--- config.mk ---
export PLATFORM = sky130hd
export DESIGN_NAME = shtp_report_deframer
export DESIGN_NICKNAME = d
export VERILOG_FILES = /design/src/sv/shtp_pkg.sv /design/src/sv/shtp_capture.sv /design/src/sv/shtp_classify.sv /design/src/sv/shtp_out_skid.sv /design/src/sv/shtp_report_deframer.sv
export VERILOG_INCLUDE_DIRS = /design/src /design/src/sv
export SDC_FILE = /design/constraint.sdc
export NUM_CORES = 1
export LEC_CHECK = 0
export BUFFER_PORTS_ARGS = -buffer_cell sky130_fd_sc_hd__clkbuf_2
export CORE_MARGIN = 2
export CORE_UTILIZATION = 45
export DETAILED_ROUTE_END_ITERATION = 8
export PLACE_DENSITY_LB_ADDON = 0.05
export SLEW_MARGIN = 20
export SYNTH_ARGS = -nofsm -noshare
export SYNTH_HDL_FRONTEND = slang
export SYNTH_SLANG_ARGS = --single-unit
--- constraint.sdc ---
create_clock -name clk -period 22.4 [get_ports clk]
set_input_delay 2.24 -clock clk [delete_from_list [all_inputs] [get_ports clk]]
set_output_delay 2.24 -clock clk [all_outputs]
set_load 0.1 [all_outputs]
--- src/sv/assert_macros.svh ---
// assertion macros shared by the deframer rtl
// every macro samples on posedge clk and is disabled while rst_n is low
`ifndef ASSERT_MACROS_SVH
`define ASSERT_MACROS_SVH

`ifndef NO_ASSERTIONS

// expression holds on every clock edge
`define ASSERT_ALWAYS(label, expr) \
    label: assert property (@(posedge clk) disable iff (!rst_n) (expr)) \
        else $error("assertion failed");

// consequent holds in the same cycle as the antecedent
`define ASSERT_IMPL(label, ante, cons) \
    label: assert property (@(posedge clk) disable iff (!rst_n) (ante) |-> (cons)) \
        else $error("assertion failed");

// consequent holds in the cycle after the antecedent
`define ASSERT_NEXT(label, ante, cons) \
    label: assert property (@(posedge clk) disable iff (!rst_n) (ante) |=> (cons)) \
        else $error("assertion failed");

`else

`define ASSERT_ALWAYS(label, expr)
`define ASSERT_IMPL(label, ante, cons)
`define ASSERT_NEXT(label, ante, cons)

`endif

`endif

--- src/sv/shtp_pkg.sv ---
// types, constants and codes shared by the report deframer modules
// no dependencies
`timescale 1ns / 1ps

package shtp_pkg;

    // largest total frame length accepted, header included
    localparam int MAX_FRAME_BYTES = 256;
    localparam int POS_W           = $clog2(MAX_FRAME_BYTES);
    localparam int HDR_BYTES       = 4;
    localparam int QUAT_MIN_BYTES  = 5 + 8;
    localparam int ACCEL_MIN_BYTES = 5 + 6;
    localparam int TDATA_W         = 120;

    // result kind
    typedef enum logic [1:0] {
        ST_QUAT     = 2'd0,
        ST_ACCEL    = 2'd1,
        ST_IGNORED  = 2'd2,
        ST_BAD_LEN  = 2'd3
    } status_t;

    // configuration register indexes
    localparam logic [1:0] CFG_REPORTS_CHANNEL = 2'd0;
    localparam logic [1:0] CFG_QUAT_ID         = 2'd1;
    localparam logic [1:0] CFG_ACCEL_ID        = 2'd2;

    typedef struct packed {
        logic [7:0] reports_channel;
        logic [7:0] quaternion_report_id;
        logic [7:0] accel_report_id;
    } cfg_t;

    // frame fields as captured, with the end-of-frame event
    typedef struct packed {
        logic               done;
        logic               bad_len;
        logic [15:0]        frame_length;
        logic [7:0]         channel;
        logic [7:0]         report;
        logic [31:0]        timestamp;
        logic [3:0][15:0]   comp;
    } frame_t;

    // one result item
    typedef struct packed {
        status_t            status;
        logic [7:0]         frame_channel_out;
        logic [7:0]         report_code;
        logic [31:0]        timestamp;
        logic signed [15:0] value_i;
        logic signed [15:0] value_j;
        logic signed [15:0] value_k;
        logic signed [15:0] value_real;
        logic [7:0]         payload_length;
    } result_t;

endpackage

--- src/sv/shtp_capture.sv ---
// byte position tracking and header/payload field capture
// depends on shtp_pkg and assert_macros.svh
`timescale 1ns / 1ps
`include "assert_macros.svh"

module shtp_capture
    import shtp_pkg::*;
(
    input  logic       clk,
    input  logic       rst_n,
    input  logic       accept,
    input  logic [7:0] rx_byte,
    output frame_t     frame
);

    logic [POS_W-1:0]  pos_reg, pos_next;
    logic [15:0]       len_reg, len_next;
    logic [7:0]        chan_reg, chan_next;
    logic [7:0]        report_reg, report_next;
    logic [31:0]       ts_reg, ts_next;
    logic [3:0][15:0]  comp_reg, comp_next;
    logic              done, bad_len;
    logic [15:0]       pos_ext;
    logic [15:0]       pos_inc;
    logic [POS_W-1:0]  ts_off;
    logic [POS_W-1:0]  comp_off;

    assign pos_ext  = 16'(pos_reg);
    assign pos_inc  = pos_ext + 16'd1;
    assign ts_off   = pos_reg - POS_W'(5);
    assign comp_off = pos_reg - POS_W'(9);

    // next state for one accepted byte
    always_comb
    begin
        pos_next    = pos_reg;
        len_next    = len_reg;
        chan_next   = chan_reg;
        report_next = report_reg;
        ts_next     = ts_reg;
        comp_next   = comp_reg;
        done        = 1'b0;
        bad_len     = 1'b0;
        priority if (pos_ext == 16'd0)
        begin
            len_next    = {8'd0, rx_byte};
            chan_next   = 8'd0;
            report_next = 8'd0;
            ts_next     = 32'd0;
            comp_next   = '0;
            pos_next    = POS_W'(1);
        end
        else if (pos_ext == 16'd1)
        begin
            len_next = {rx_byte, len_reg[7:0]};
            pos_next = POS_W'(2);
        end
        else if (pos_ext == 16'd2)
        begin
            chan_next = rx_byte;
            pos_next  = POS_W'(3);
        end
        else if (pos_ext == 16'd3)
        begin
            // sequence byte is dropped; length is checked here
            pos_next = '0;
            if (len_reg < 16'(HDR_BYTES) || len_reg > 16'(MAX_FRAME_BYTES))
            begin
                done    = 1'b1;
                bad_len = 1'b1;
            end
            else if (len_reg == 16'(HDR_BYTES))
            begin
                done = 1'b1;
            end
            else
            begin
                pos_next = POS_W'(HDR_BYTES);
            end
        end
        else
        begin
            // payload capture by position
            if (pos_ext == 16'd4)
            begin
                report_next = rx_byte;
            end
            else if (pos_ext <= 16'd8)
            begin
                ts_next[8*ts_off[1:0] +: 8] = rx_byte;
            end
            else if (pos_ext <= 16'd16)
            begin
                comp_next[comp_off[2:1]][8*comp_off[0] +: 8] = rx_byte;
            end
            if (pos_inc >= len_reg)
            begin
                pos_next = '0;
                done     = 1'b1;
            end
            else
            begin
                pos_next = pos_inc[POS_W-1:0];
            end
        end
    end

    // position is control state, fields are payload
    always_ff @(posedge clk or negedge rst_n)
    begin
        if (!rst_n)
        begin
            pos_reg <= '0;
        end
        else if (accept)
        begin
            pos_reg <= pos_next;
        end
    end

    always_ff @(posedge clk)
    begin
        if (accept)
        begin
            len_reg    <= len_next;
            chan_reg   <= chan_next;
            report_reg <= report_next;
            ts_reg     <= ts_next;
            comp_reg   <= comp_next;
        end
    end

    // snapshot handed to the classifier
    always_comb
    begin
        frame.done         = accept && done;
        frame.bad_len      = bad_len;
        frame.frame_length = len_next;
        frame.channel      = chan_next;
        frame.report       = report_next;
        frame.timestamp    = ts_next;
        frame.comp         = comp_next;
    end

    `ASSERT_NEXT(a_done_resyncs, accept && done, pos_reg == '0)
    `ASSERT_IMPL(a_pos_below_len, pos_ext >= 16'(HDR_BYTES), len_reg > pos_ext)

endmodule

--- src/sv/shtp_classify.sv ---
// builds one result item from a finished frame and the configuration
// depends on shtp_pkg
`timescale 1ns / 1ps

module shtp_classify
    import shtp_pkg::*;
(
    input  frame_t  frame,
    input  cfg_t    cfg,
    output result_t result
);

    logic [15:0] plen;
    logic        has_payload;
    logic        with_vals;
    logic        with_real;
    status_t     status;

    assign plen        = frame.frame_length - 16'(HDR_BYTES);
    assign has_payload = (plen != 16'd0);

    // report kind; quaternion id wins when both ids match
    always_comb
    begin
        status    = ST_IGNORED;
        with_vals = 1'b0;
        with_real = 1'b0;
        if (has_payload && frame.channel == cfg.reports_channel)
        begin
            if (frame.report == cfg.quaternion_report_id)
            begin
                if (plen >= 16'(QUAT_MIN_BYTES))
                begin
                    status    = ST_QUAT;
                    with_vals = 1'b1;
                    with_real = 1'b1;
                end
            end
            else if (frame.report == cfg.accel_report_id)
            begin
                if (plen >= 16'(ACCEL_MIN_BYTES))
                begin
                    status    = ST_ACCEL;
                    with_vals = 1'b1;
                end
            end
        end
    end

    // field selection, bad length zeroes everything but the channel and the status
    always_comb
    begin
        result                   = '0;
        result.frame_channel_out = frame.channel;
        if (frame.bad_len)
        begin
            result.status = ST_BAD_LEN;
        end
        else
        begin
            result.status         = status;
            result.report_code    = has_payload ? frame.report : 8'd0;
            result.timestamp      = (plen >= 16'd5) ? frame.timestamp : 32'd0;
            result.value_i        = with_vals ? frame.comp[0] : 16'sd0;
            result.value_j        = with_vals ? frame.comp[1] : 16'sd0;
            result.value_k        = with_vals ? frame.comp[2] : 16'sd0;
            result.value_real     = with_real ? frame.comp[3] : 16'sd0;
            result.payload_length = (plen > 16'd255) ? 8'd255 : plen[7:0];
        end
    end

endmodule

--- src/sv/shtp_out_skid.sv ---
// result register with a one-entry skid stage on the master side
// depends on shtp_pkg and assert_macros.svh
`timescale 1ns / 1ps
`include "assert_macros.svh"

module shtp_out_skid
    import shtp_pkg::*;
(
    input  logic    clk,
    input  logic    rst_n,
    input  logic    in_valid,
    input  result_t in_result,
    output logic    in_ready,
    output logic    out_valid,
    output result_t out_result,
    input  logic    out_ready
);

    logic    out_valid_reg;
    logic    skid_valid_reg;
    result_t out_reg;
    result_t skid_reg;

    assign in_ready   = !skid_valid_reg;
    assign out_valid  = out_valid_reg;
    assign out_result = out_reg;

    // valid flags
    always_ff @(posedge clk or negedge rst_n)
    begin
        if (!rst_n)
        begin
            out_valid_reg  <= 1'b0;
            skid_valid_reg <= 1'b0;
        end
        else if (out_ready || !out_valid_reg)
        begin
            if (skid_valid_reg)
            begin
                out_valid_reg  <= 1'b1;
                skid_valid_reg <= 1'b0;
            end
            else
            begin
                out_valid_reg <= in_valid;
            end
        end
        else if (in_valid)
        begin
            skid_valid_reg <= 1'b1;
        end
    end

    // payload
    always_ff @(posedge clk)
    begin
        if (out_ready || !out_valid_reg)
        begin
            if (skid_valid_reg)
            begin
                out_reg <= skid_reg;
            end
            else if (in_valid)
            begin
                out_reg <= in_result;
            end
        end
        else if (in_valid)
        begin
            skid_reg <= in_result;
        end
    end

    `ASSERT_IMPL(a_skid_behind_out, skid_valid_reg, out_valid_reg)
    `ASSERT_IMPL(a_skid_fill_on_stall, $rose(skid_valid_reg), $past(out_valid_reg && !out_ready))

endmodule

--- src/sv/shtp_report_deframer.sv ---
// Report deframer for the sensor hub transport byte stream.
// Slave side: one stream byte per transfer in s_tdata[7:0]. Master side: one
// result per finished frame, kind in m_tuser, fields in m_tdata. Every frame
// gives exactly one result when its last byte is taken, or after the fourth
// header byte when the length is bad or the payload is empty; other bytes
// give none.
// A byte is taken in every cycle in which s_tvalid is high and the skid
// stage is empty: throughput is one byte per cycle, set by the position
// counter and capture registers, which update in the cycle of the transfer.
// The result of a frame is registered in the result register, or in the skid
// stage when m_tready stalls it. When m_tready is low, one further result is parked in the skid stage and
// s_tready drops only once that stage is full; it rises when the result
// register drains.
// Configuration (cfg_we, cfg_index, cfg_data) writes take effect at the next
// frame end; they must be made while the stream is idle, not enforced here.
// Reset clears the position counter (next byte is the first header byte),
// the output and skid valid flags, and loads the default channel and ids.
`timescale 1ns / 1ps

module shtp_report_deframer
    import shtp_pkg::*;
(
    input  logic               clk,
    input  logic               rst_n,
    // rx_byte [7:0]
    input  logic               s_tvalid,
    output logic               s_tready,
    input  logic [7:0]         s_tdata,
    // frame_channel_out [7:0], report_code [15:8], timestamp [47:16],
    // value_i [63:48], value_j [79:64], value_k [95:80], value_real [111:96],
    // payload_length [119:112]
    output logic               m_tvalid,
    input  logic               m_tready,
    output logic [TDATA_W-1:0] m_tdata,
    // status [1:0]
    output logic [1:0]         m_tuser,
    input  logic               cfg_we,
    input  logic [1:0]         cfg_index,
    input  logic [7:0]         cfg_data
);

    cfg_t    cfg_reg;
    frame_t  frame;
    result_t result;
    result_t out_result;
    logic    accept;

    assign accept = s_tvalid && s_tready;

    // configuration registers
    always_ff @(posedge clk or negedge rst_n)
    begin
        if (!rst_n)
        begin
            cfg_reg.reports_channel      <= 8'd3;
            cfg_reg.quaternion_report_id <= 8'h28;
            cfg_reg.accel_report_id      <= 8'h01;
        end
        else if (cfg_we)
        begin
            unique case (cfg_index)
                CFG_REPORTS_CHANNEL: cfg_reg.reports_channel      <= cfg_data;
                CFG_QUAT_ID:         cfg_reg.quaternion_report_id <= cfg_data;
                CFG_ACCEL_ID:        cfg_reg.accel_report_id      <= cfg_data;
                default:             cfg_reg                      <= cfg_reg;
            endcase
        end
    end

    shtp_capture u_capture (
        .clk     (clk),
        .rst_n   (rst_n),
        .accept  (accept),
        .rx_byte (s_tdata),
        .frame   (frame)
    );

    shtp_classify u_classify (
        .frame  (frame),
        .cfg    (cfg_reg),
        .result (result)
    );

    shtp_out_skid u_out (
        .clk        (clk),
        .rst_n      (rst_n),
        .in_valid   (frame.done),
        .in_result  (result),
        .in_ready   (s_tready),
        .out_valid  (m_tvalid),
        .out_result (out_result),
        .out_ready  (m_tready)
    );

    // master side packing
    assign m_tuser = out_result.status;
    assign m_tdata = {out_result.payload_length,
                      out_result.value_real,
                      out_result.value_k,
                      out_result.value_j,
                      out_result.value_i,
                      out_result.timestamp,
                      out_result.report_code,
                      out_result.frame_channel_out};

endmodule

======== Word-level counts from Yosys, hierarchy flattened ========
Cells that the tools add are included.
storage, ports and cells
  bits of input ports ..................... 23
  register bits ........................... 406
cells by class
  magnitude comparators ................... 11
  reduce and logical (&&, ||, !) cells .... 18
  bitwise operators ....................... 1
  shift operators ......................... 4
  equal/unequal tests ..................... 10
  add/sub/neg operators ................... 6
  multiplexer cells ....................... 72
operators with widths
  cell                                                    number
  two-way mux 64 bit                                      7
  two-way mux 122 bit                                     2
  two-way mux 32 bit                                      7
  two-way mux 8 bit                                       16
  two-way mux 112 bit                                     1
  two-way mux 16 bit                                      7
  bitwise mux 64 bit                                      1
  negator 4 -> 34 bit                                     1
  negator 5 -> 34 bit                                     1
  variable shift 8 x 34 -> 16 bit (first input constant)  1
  variable shift 8 x 34 -> 32 bit (first input constant)  1
  indexed part select 8 x 34 -> 16 bit                    1
  indexed part select 8 x 34 -> 32 bit                    1
  bitwise mux 32 bit                                      1
  demux 16 bit (select 2 bit)                             1
  >= comparator 16 x 4 -> 1 bit (second input constant)   2
  equality test 8 bit                                     3
  two-way mux 1 bit                                       22
  equality test 16 x 3 -> 1 bit (second input constant)   1
  equality test 8 x 2 -> 1 bit (second input constant)    2
  >= comparator 16 bit                                    1
  >= comparator 16 x 3 -> 1 bit (second input constant)   1
  > comparator 16 x 8 -> 1 bit (second input constant)    1
  > comparator 16 x 9 -> 1 bit (second input constant)    1
  other kinds (24)                                        39

======== Logic depth before layout (Yosys ltp) ========
Gate-level depths: netlist of run 1.
  depth in word-level cells ............... 17
  mapped depth ............................ 23

======== By module ========
Synthesis of run 1 repeated with hierarchy kept, for this count alone.
second synthesis, totals
  cell total of the unflattened synthesis .. 1,386
  area, all modules ....................... 19,263.5 µm²
modules (own cells, without submodules)
  module                cells an instance  area each (µm²)  sequential area each (µm²)  times used
  shtp_out_skid         390                9,125.0          7,377.1                     1
  shtp_capture          625                7,038.0          4,043.9                     1
  shtp_classify         319                2,175.8          0.0                         1
  shtp_report_deframer  52                 924.6            606.8                       1

======== Worst setup path after synthesis of run 1 ========
Ideal clock, no wire load.
  path kind ............................... register to register
  from .................................... reg u_capture.pos_reg[2]
  to ...................................... reg u_out.skid_reg[0] (netlist name), enable pin
  cell stages (with the launch flop) ...... 14
  arrival ................................. 14.207 ns
  clock period less this slack ............ 15.110 ns
  setup slack ............................. 7.290 ns
  data required time ...................... 21.496 ns
  cells stage by stage .................... dfrtp_1 > clkbuf_1 > clkbuf_1 > buf_2 > and3_1 > nand3_1 > and2_1 > or2_2 > ha_1 > o21a_1 > o21ai_0 > nor2_1 > a21oi_1 > nor4_1
on the way
  word-level cells in the longest chain between the ends .. 9
  elaborated cells between the ends (all ways) .. 13
  classes of those cells .................. 1 x add/sub; 1 x order compare; 3 x eq/ne; 5 x mux; 3 x reduce/logical
RTL lines
  what                                    line                 RTL
  from (decl)                             shtp_capture.sv:16   logic [POS_W-1:0] pos_reg, pos_next;
  from (signal assigned)                  shtp_capture.sv:117  pos_reg <= pos_next;
  adder 8 x 1 -> 9 bit                    shtp_capture.sv:29   assign pos_inc = pos_ext + 16'd1;
  >= comparator 16 bit                    shtp_capture.sv:96   if (pos_inc >= len_reg)
  two-way mux 1 bit                       shtp_capture.sv:96
  two-way mux 1 bit                       shtp_capture.sv:63   else if (pos_ext == 16'd3)
  two-way mux 1 bit                       shtp_capture.sv:58   else if (pos_ext == 16'd2)
  two-way mux 1 bit                       shtp_capture.sv:53   else if (pos_ext == 16'd1)
  two-way mux 1 bit *                     shtp_capture.sv:44   priority if (pos_ext == 16'd0)
  logical AND 1 bit *                     shtp_capture.sv:136  frame.done = accept && done;
  AND reduction 2 bit (no source line) *  -
  to (signal assigned)                    shtp_out_skid.sv:70  skid_reg <= in_result;
  to (decl)                               shtp_out_skid.sv:22  result_t skid_reg;
Mark *: on every way between the ends. The rest lies on a longest branch, timed or not.
A chain may end at the register's enable or synchronous reset.

==> results of run 1 <==
[cell usage after synthesis (all sizes together) (27+ instances only)]
cell type  count
nor3          71
a21oi         52
inv          147
o31ai         98
a31oi         50
and2          27
buf           39
dfrtp         29
nand2        229
nor2         165
o21ai         79
clkbuf        77
mux2          37
edfxtp       372
[per-layer routing]
layer / vias up / share of wire / wire [um] / GRT usage
met4: 0 / 0.021 / 1060 / 0.0658
met1: 6658 / 0.47 / 23800 / 0.341
met5: - / 0 / 0 / 0
li1: 6478 / - / - / -
met3: 70 / 0.057 / 2850 / 0.0309
met2: 405 / 0.45 / 22700 / 0.346
[worst max path at each step]
stage,endpoint,slack (ps)
3_3_place_gp,u_out.out_result[66]$_DFFE_PP_,15830
4_1_cts,u_out.out_result[64]$_DFFE_PP_,15830
6_report,u_out.out_result[27]$_DFFE_PP_,15760
2_1_floorplan,u_out.skid_reg[0]$_DFFE_PP_,7290
3_5_place_dp,u_out.out_result[25]$_DFFE_PP_,15720
5_1_grt,u_out.skid_reg[121]$_DFFE_PP_,15390
[worst max-delay path, cell delays in order, from the launching register on]
cell and delay, ps:
sky130_fd_sc_hd__dfrtp_1 760, sky130_fd_sc_hd__inv_1 290, sky130_fd_sc_hd__ha_1 600, sky130_fd_sc_hd__or3b_2 400, sky130_fd_sc_hd__nor2_1 70, sky130_fd_sc_hd__buf_4 250
sky130_fd_sc_hd__o21ai_0 560, sky130_fd_sc_hd__inv_1 200, sky130_fd_sc_hd__ha_1 320, sky130_fd_sc_hd__or3_1 400, sky130_fd_sc_hd__nor3_1 170, sky130_fd_sc_hd__a311oi_1 90
sky130_fd_sc_hd__nand4bb_4 360, sky130_fd_sc_hd__or4_1 1010, sky130_fd_sc_hd__nand2_8 610, sky130_fd_sc_hd__o31ai_1 170
[area by class of cell]
| class | instances | area share |
|---|---|---|
| clock buffer | 57 | 0.0546 |
| clock inverter | 23 | 0.00934 |
| inverter | 150 | 0.0259 |
| multi-input combinational | 1067 | 0.288 |
| sequential | 406 | 0.551 |
| tap | 546 | 0.0313 |
| timing repair buffer | 164 | 0.0398 |
[through the flow]
step / area, um^2 / hold WS [ps] / cells / util / total power, mW
4_1_cts: 21800 / 521 / 2413 / 0.510 / 2.57
6_report: 21800 / 518 / 2413 / 0.510 / 2.55
2_1_floorplan: 19400 / 479 / 1739 / - / 1.65
5_1_grt: 21800 / 541 / 2413 / 0.510 / 2.69
3_3_place_gp: 20400 / 493 / 2333 / 0.477 / 1.84
3_5_place_dp: 20400 / 508 / 2333 / 0.477 / 1.85
[power groups by stage]
stage | clock network (mW) | logic [mW] | registers [mW]
2_1_floorplan | 0 | 0.517 | 1.13
3_3_place_gp | 0 | 0.794 | 1.05
3_5_place_dp | 0 | 0.799 | 1.05
4_1_cts | 0.726 | 0.805 | 1.04
5_1_grt | 0.753 | 0.894 | 1.05
6_report | 0.708 | 0.807 | 1.04
[logic make-up (layout without fill, tap and decap cells)]
| kind of cell | after synthesis | in the layout | synth area share |
|---|---|---|---|
| mux | 38 | 38 | 0.0220 |
| simple gates | 644 | 644 | 0.160 |
| fa+ha+maj | 21 | 21 | 0.0136 |
| buf+inv | 266 | 394 | 0.0578 |
| flops | 406 | 406 | 0.620 |
| xor+xnor | 15 | 15 | 0.00678 |
| compound gates | 349 | 349 | 0.119 |
[placed cells by master (no fill, tap or decap), types with 21 or more instances in the layout]
| cell type | n |
|---|---|
| sky130_fd_sc_hd__ha_1 | 21 |
| sky130_fd_sc_hd__clkbuf_2 | 146 |
| sky130_fd_sc_hd__nand2_1 | 226 |
| sky130_fd_sc_hd__mux2_2 | 37 |
| sky130_fd_sc_hd__and2_1 | 27 |
| sky130_fd_sc_hd__o31ai_1 | 97 |
| sky130_fd_sc_hd__a21oi_1 | 50 |
| sky130_fd_sc_hd__edfxtp_1 | 372 |
| sky130_fd_sc_hd__nand3_1 | 21 |
| sky130_fd_sc_hd__clkbuf_16 | 45 |
| sky130_fd_sc_hd__a31oi_1 | 50 |
| sky130_fd_sc_hd__o21ai_0 | 67 |
| sky130_fd_sc_hd__dfrtp_1 | 28 |
| sky130_fd_sc_hd__or2_2 | 25 |
| sky130_fd_sc_hd__nor2_1 | 165 |
| sky130_fd_sc_hd__nor3_1 | 71 |
| sky130_fd_sc_hd__inv_1 | 145 |
==> results.toml, run 1 <==
[timing]
tightest_slew_ps = 1110
setup_slack_ps = 15760
slew_headroom = 0.258
post-route-min-period_ps = 6640
hold_viol = 0
rsz0062_at_grt = "no"
setup_viol_count_final = 0
setup_clock_skew_after_layout_ps = 13.2
max_clock_freq_ghz = 0.151
final_min_period_over_clock_period = 0.296
totalNegativeSetupSlack_ps = 0
maxSlewViolCount = 0

[status]
outcome = "complete, no violations"

[power_and_ir_drop]
cell_internal_pwr_mw = 1.64
power.switching_fraction = 0.360
pwr-share-seq = 0.407
power.density_nw_per_um2 = 117
clock_power_share = 0.277
power.leakage_nw = 8.63
combPwrFrac = 0.316
power.net_switching_mw = 0.919
vdd.ir_drop.worst_mv = 0.0656

[place]
globalplace.congestion = 0.879
detailedPlacementHpwl_mm = 31.9
post-place-ws_ps = 15720
buffers_added_on_ports = 146

[die]
die_w_um = 212
rows = 76
design.die.area_um2 = 44800
chipHeight_um = 212
core_area_um2 = 42800
design.portCount = 147
start_util = 0.453

[synthesis]
area_share_of_the_largest_cell_type_after_synthesis = 0.576
ys.flop_type = "sky130_fd_sc_hd__edfxtp_1"
yosysTopAreaCell = "sky130_fd_sc_hd__edfxtp_1"
post_synth_instance_area_um2 = 19400
synth.top_cells.by_area = "sky130_fd_sc_hd__edfxtp_1, sky130_fd_sc_hd__nand2_1, sky130_fd_sc_hd__o31ai_1, sky130_fd_sc_hd__dfrtp_1, sky130_fd_sc_hd__nor2_1"
synthDistinctLibCells = 82
postSynthRegisterBits = 406
synth-edff-count = 372
synthesis.yosys.warnings = 0
synth_sequential_area_ratio = 0.620
postSynthCellCount = 1739
asyncSetResetFlopFracSynth = 0.0837
avg_synthesized_cell_area_um2 = 11.1
synth.net_count = 1783

[clocking]
hold_buffers = 0
cts.path.max_buffers = 3
cts_setup_buffers = 0
clock_tree_from_tritoncts = "yes"
cts_inserted_buffers = 43
cts_resized = 0
clk_transition_reported_paths_ps = 60
cts.htree.levels = 2
worst_skew_pair.late_latency_ps = 570
clkSinkCount = 406
ctsRootBufferMaster = "sky130_fd_sc_hd__clkbuf_16"

[route]
route.final.wire_length_mm = 50.4
remaining_drc_errors = 0
drt_iter0_markers = 1189
route.detailed.wl_per_inst_um = 20.9
via_per_inst = 5.64
first_pass_detailed_route_iteration_total = 5
dr_total_vias = 13611
route.antenna.remaining_nets = 0

[cells_and_area]
n_antenna_cell = 0
multi_input_comb_area_um2 = 6280
n_fill_cell = 3853
design.final.nets = 1876
syn_to_final_growth_pct = 12.6
seqCellArea_um2 = 12000
drive_above_1_share = 0.170

[setup_path]
critPathLaunchType = "flop"
critPathLaunch = "u_capture.pos_reg[0]$_DFFE_PN0P_"
critPathMaxFanout = 81
r2r_end = "u_out.out_result[27]$_DFFE_PP_"
cp.arrival_ps = 6920
wp_data_required_ps = 22680
worst_setup_path_type = "reg -> reg"
register_to_register_setup_slack_ps = 15760
r2r-start = "u_capture.pos_reg[0]$_DFFE_PN0P_"
crit_path_end_kind = "flop"
r2r_cells = 15

[global_route]
grt.total_usage = 0.227
first_pass_grt_wire_length_mm = 77.7
gr-total-overflow = 0
grt_max_degree = 105
number_of_antenna_violations_at_the_first_check_in_global_routing = 0
first_global_vias = 12740

[worst_hold_path]
worst_hold_path_cell_count = 2
holdCritStartpoint = "u_out.skid_reg[12]$_DFFE_PP_"
hold_wc_path_type = "reg -> reg"
worst_hold_path.endpoint = "u_out.out_result[12]$_DFFE_PP_"

[flow_run]
maxCapViolCount = 0
Power figures use the tool's default switching activity.
==> run 2, diff against run 1 <==
- clock period: 22.4 -> 6.1 ns (I/O delays scaled with it)
==> run 2 against run 1 <==
Net effect: largest cell class unchanged; final cell count increased by 0.41%; flip-flop and latch count unchanged; largest power group unchanged; setup slack got worse by 15000 ps; global-route usage decreased by 0.32 points; highest routed layer unchanged.
==> results.toml, run 2 (same netlist as run 1, synthesis figures left out) <==
[setup_path]
register_to_register_setup_slack_ps = 450
cp.arrival_ps = 5940
critPathLaunchType = "flop"
wp_data_required_ps = 6390
critPathMaxFanout = 62
r2r-start = "u_capture.pos_reg[0]$_DFFE_PN0P_"
r2r_cells = 16
worst_setup_path_type = "reg -> reg"
r2r_end = "u_out.out_result[41]$_DFFE_PP_"
crit_path_end_kind = "flop"

[die]
die_w_um = 212
design.portCount = 147
start_util = 0.453
chipHeight_um = 212
rows = 76
design.die.area_um2 = 44800
core_area_um2 = 42800

[timing]
post-route-min-period_ps = 5650
maxSlewViolCount = 0
slew_headroom = 0.305
hold_viol = 0
setup_viol_count_final = 0
setup_clock_skew_after_layout_ps = 23.4
tightest_slew_ps = 1030
rsz0062_at_grt = "no"
final_min_period_over_clock_period = 0.927
max_clock_freq_ghz = 0.177

[cells_and_area]
syn_to_final_growth_pct = 13.6
final_design_utilization = 0.515
layout.cells.most_common_list = "sky130_fd_sc_hd__edfxtp_1, sky130_fd_sc_hd__nand2_1, sky130_fd_sc_hd__nor2_1, sky130_fd_sc_hd__clkbuf_2, sky130_fd_sc_hd__inv_1"
final_common_cell = "sky130_fd_sc_hd__edfxtp_1"
n_fill_cell = 3881
drive_above_1_share = 0.177
n_antenna_cell = 0
design.final.nets = 1888

[status]
outcome = "complete, no violations"

[place]
detailedPlacementHpwl_mm = 30.7
globalplace.congestion = 0.831
buffers_added_on_ports = 146

[global_route]
gr-total-overflow = 0
number_of_antenna_violations_at_the_first_check_in_global_routing = 0
grt_max_degree = 99
first_global_vias = 12880
grt.total_usage = 0.224
first_pass_grt_wire_length_mm = 76.5

[route]
drt_iter0_markers = 1029
via_per_inst = 5.54
dr_total_vias = 13427
first_pass_detailed_route_iteration_total = 5
route.detailed.wl_per_inst_um = 20.5
route.final.wire_length_mm = 49.8
remaining_drc_errors = 0
route.antenna.remaining_nets = 0

[clocking]
worst_skew_pair.late_latency_ps = 570
cts.path.max_buffers = 3
cts_inserted_buffers = 44
clkSinkCount = 406
cts.htree.levels = 2
clock_tree_from_tritoncts = "yes"
hold_buffers = 0
ctsRootBufferMaster = "sky130_fd_sc_hd__clkbuf_16"
cts_setup_buffers = 0
clk_transition_reported_paths_ps = 60
cts_resized = 0

[power_and_ir_drop]
power.leakage_nw = 8.70
fin_total_pwr_mw = 9.44
vdd.ir_drop.worst_mv = 0.237
power.density_nw_per_um2 = 429

[worst_hold_path]
hold_wc_path_type = "in -> async"

[flow_run]
maxCapViolCount = 0
run 2: cell types whose count changed in the layout (fill, tap and decap cells not counted), sizes merged:
cell,before,now
buf,18,29
clkinv,20,11
clkinvlp,0,1
inv,150,148
clkbuf,203,212
run 2: worst max-delay path, stage by stage, from the launching register on:
cell and delay (ps):
sky130_fd_sc_hd__dfrtp_1 700, sky130_fd_sc_hd__inv_1 280, sky130_fd_sc_hd__ha_1 280, sky130_fd_sc_hd__or3b_2 260, sky130_fd_sc_hd__or2_2 140, sky130_fd_sc_hd__buf_4 470
sky130_fd_sc_hd__a21oi_1 250, sky130_fd_sc_hd__ha_1 320, sky130_fd_sc_hd__or3_1 420, sky130_fd_sc_hd__nor3_1 180, sky130_fd_sc_hd__a311oi_1 90, sky130_fd_sc_hd__nand4bb_4 350
sky130_fd_sc_hd__or4_1 560, sky130_fd_sc_hd__buf_4 240, sky130_fd_sc_hd__nand2_8 320, sky130_fd_sc_hd__buf_4 350, sky130_fd_sc_hd__o31ai_1 130
run 2: worst max-delay path by stage:
stage                                startpoint                        endpoint  slack [ps]  cells past startpoint
2_1_floorplan  u_capture.pos_reg[2]$_DFFE_PN0P_     u_out.skid_reg[0]$_DFFE_PP_        -390                     13
3_3_place_gp   u_capture.pos_reg[0]$_DFFE_PN0P_  u_out.out_result[41]$_DFFE_PP_         690                     16
3_5_place_dp   u_capture.pos_reg[0]$_DFFE_PN0P_  u_out.out_result[41]$_DFFE_PP_         530                     16
4_1_cts        u_capture.pos_reg[0]$_DFFE_PN0P_  u_out.out_result[41]$_DFFE_PP_         510                     16
5_1_grt        u_capture.pos_reg[0]$_DFFE_PN0P_  u_out.out_result[41]$_DFFE_PP_         100                     16
6_report       u_capture.pos_reg[0]$_DFFE_PN0P_  u_out.out_result[41]$_DFFE_PP_         450                     16
run 2: per-layer routing:
metal / GRT usage / routed length [um] / vias up
met3: 0.0415 / 3090 / 78
li1: - / - / 6486
met1: 0.336 / 23700 / 6485
met4: 0.0624 / 1160 / 0
met5: 0 / 0 / -
met2: 0.333 / 21800 / 378
run 2: area by class of cell:
type	instances	area (um^2)	share of cell area
Timing Repair Buffer	175	986	0.0448
Inverter	150	566	0.0257
Clock inverter	13	156	0.00710
Clock buffer	66	1290	0.0584
Sequential cell	406	12000	0.546
Tap cell	546	683	0.0310
Multi-Input combinational cell	1067	6320	0.287
run 2: through the flow:
stage	std cells	hold WS [ps]	instance area, um^2	setup slack, ps	TNS (ps)
floorplan	1739	314	19500	-391	-47760
global placement	2344	490	20600	686	0
detailed placement	2344	510	20600	534	0
CTS	2423	170	22000	505	0
global route	2423	217	22000	101	0
finish	2423	177	22000	448	0
run 2: report_power, final:
group	internal [mW]	switching, mW
logic	0.887	2.08
registers	3.63	0.175
clock network	1.58	1.09
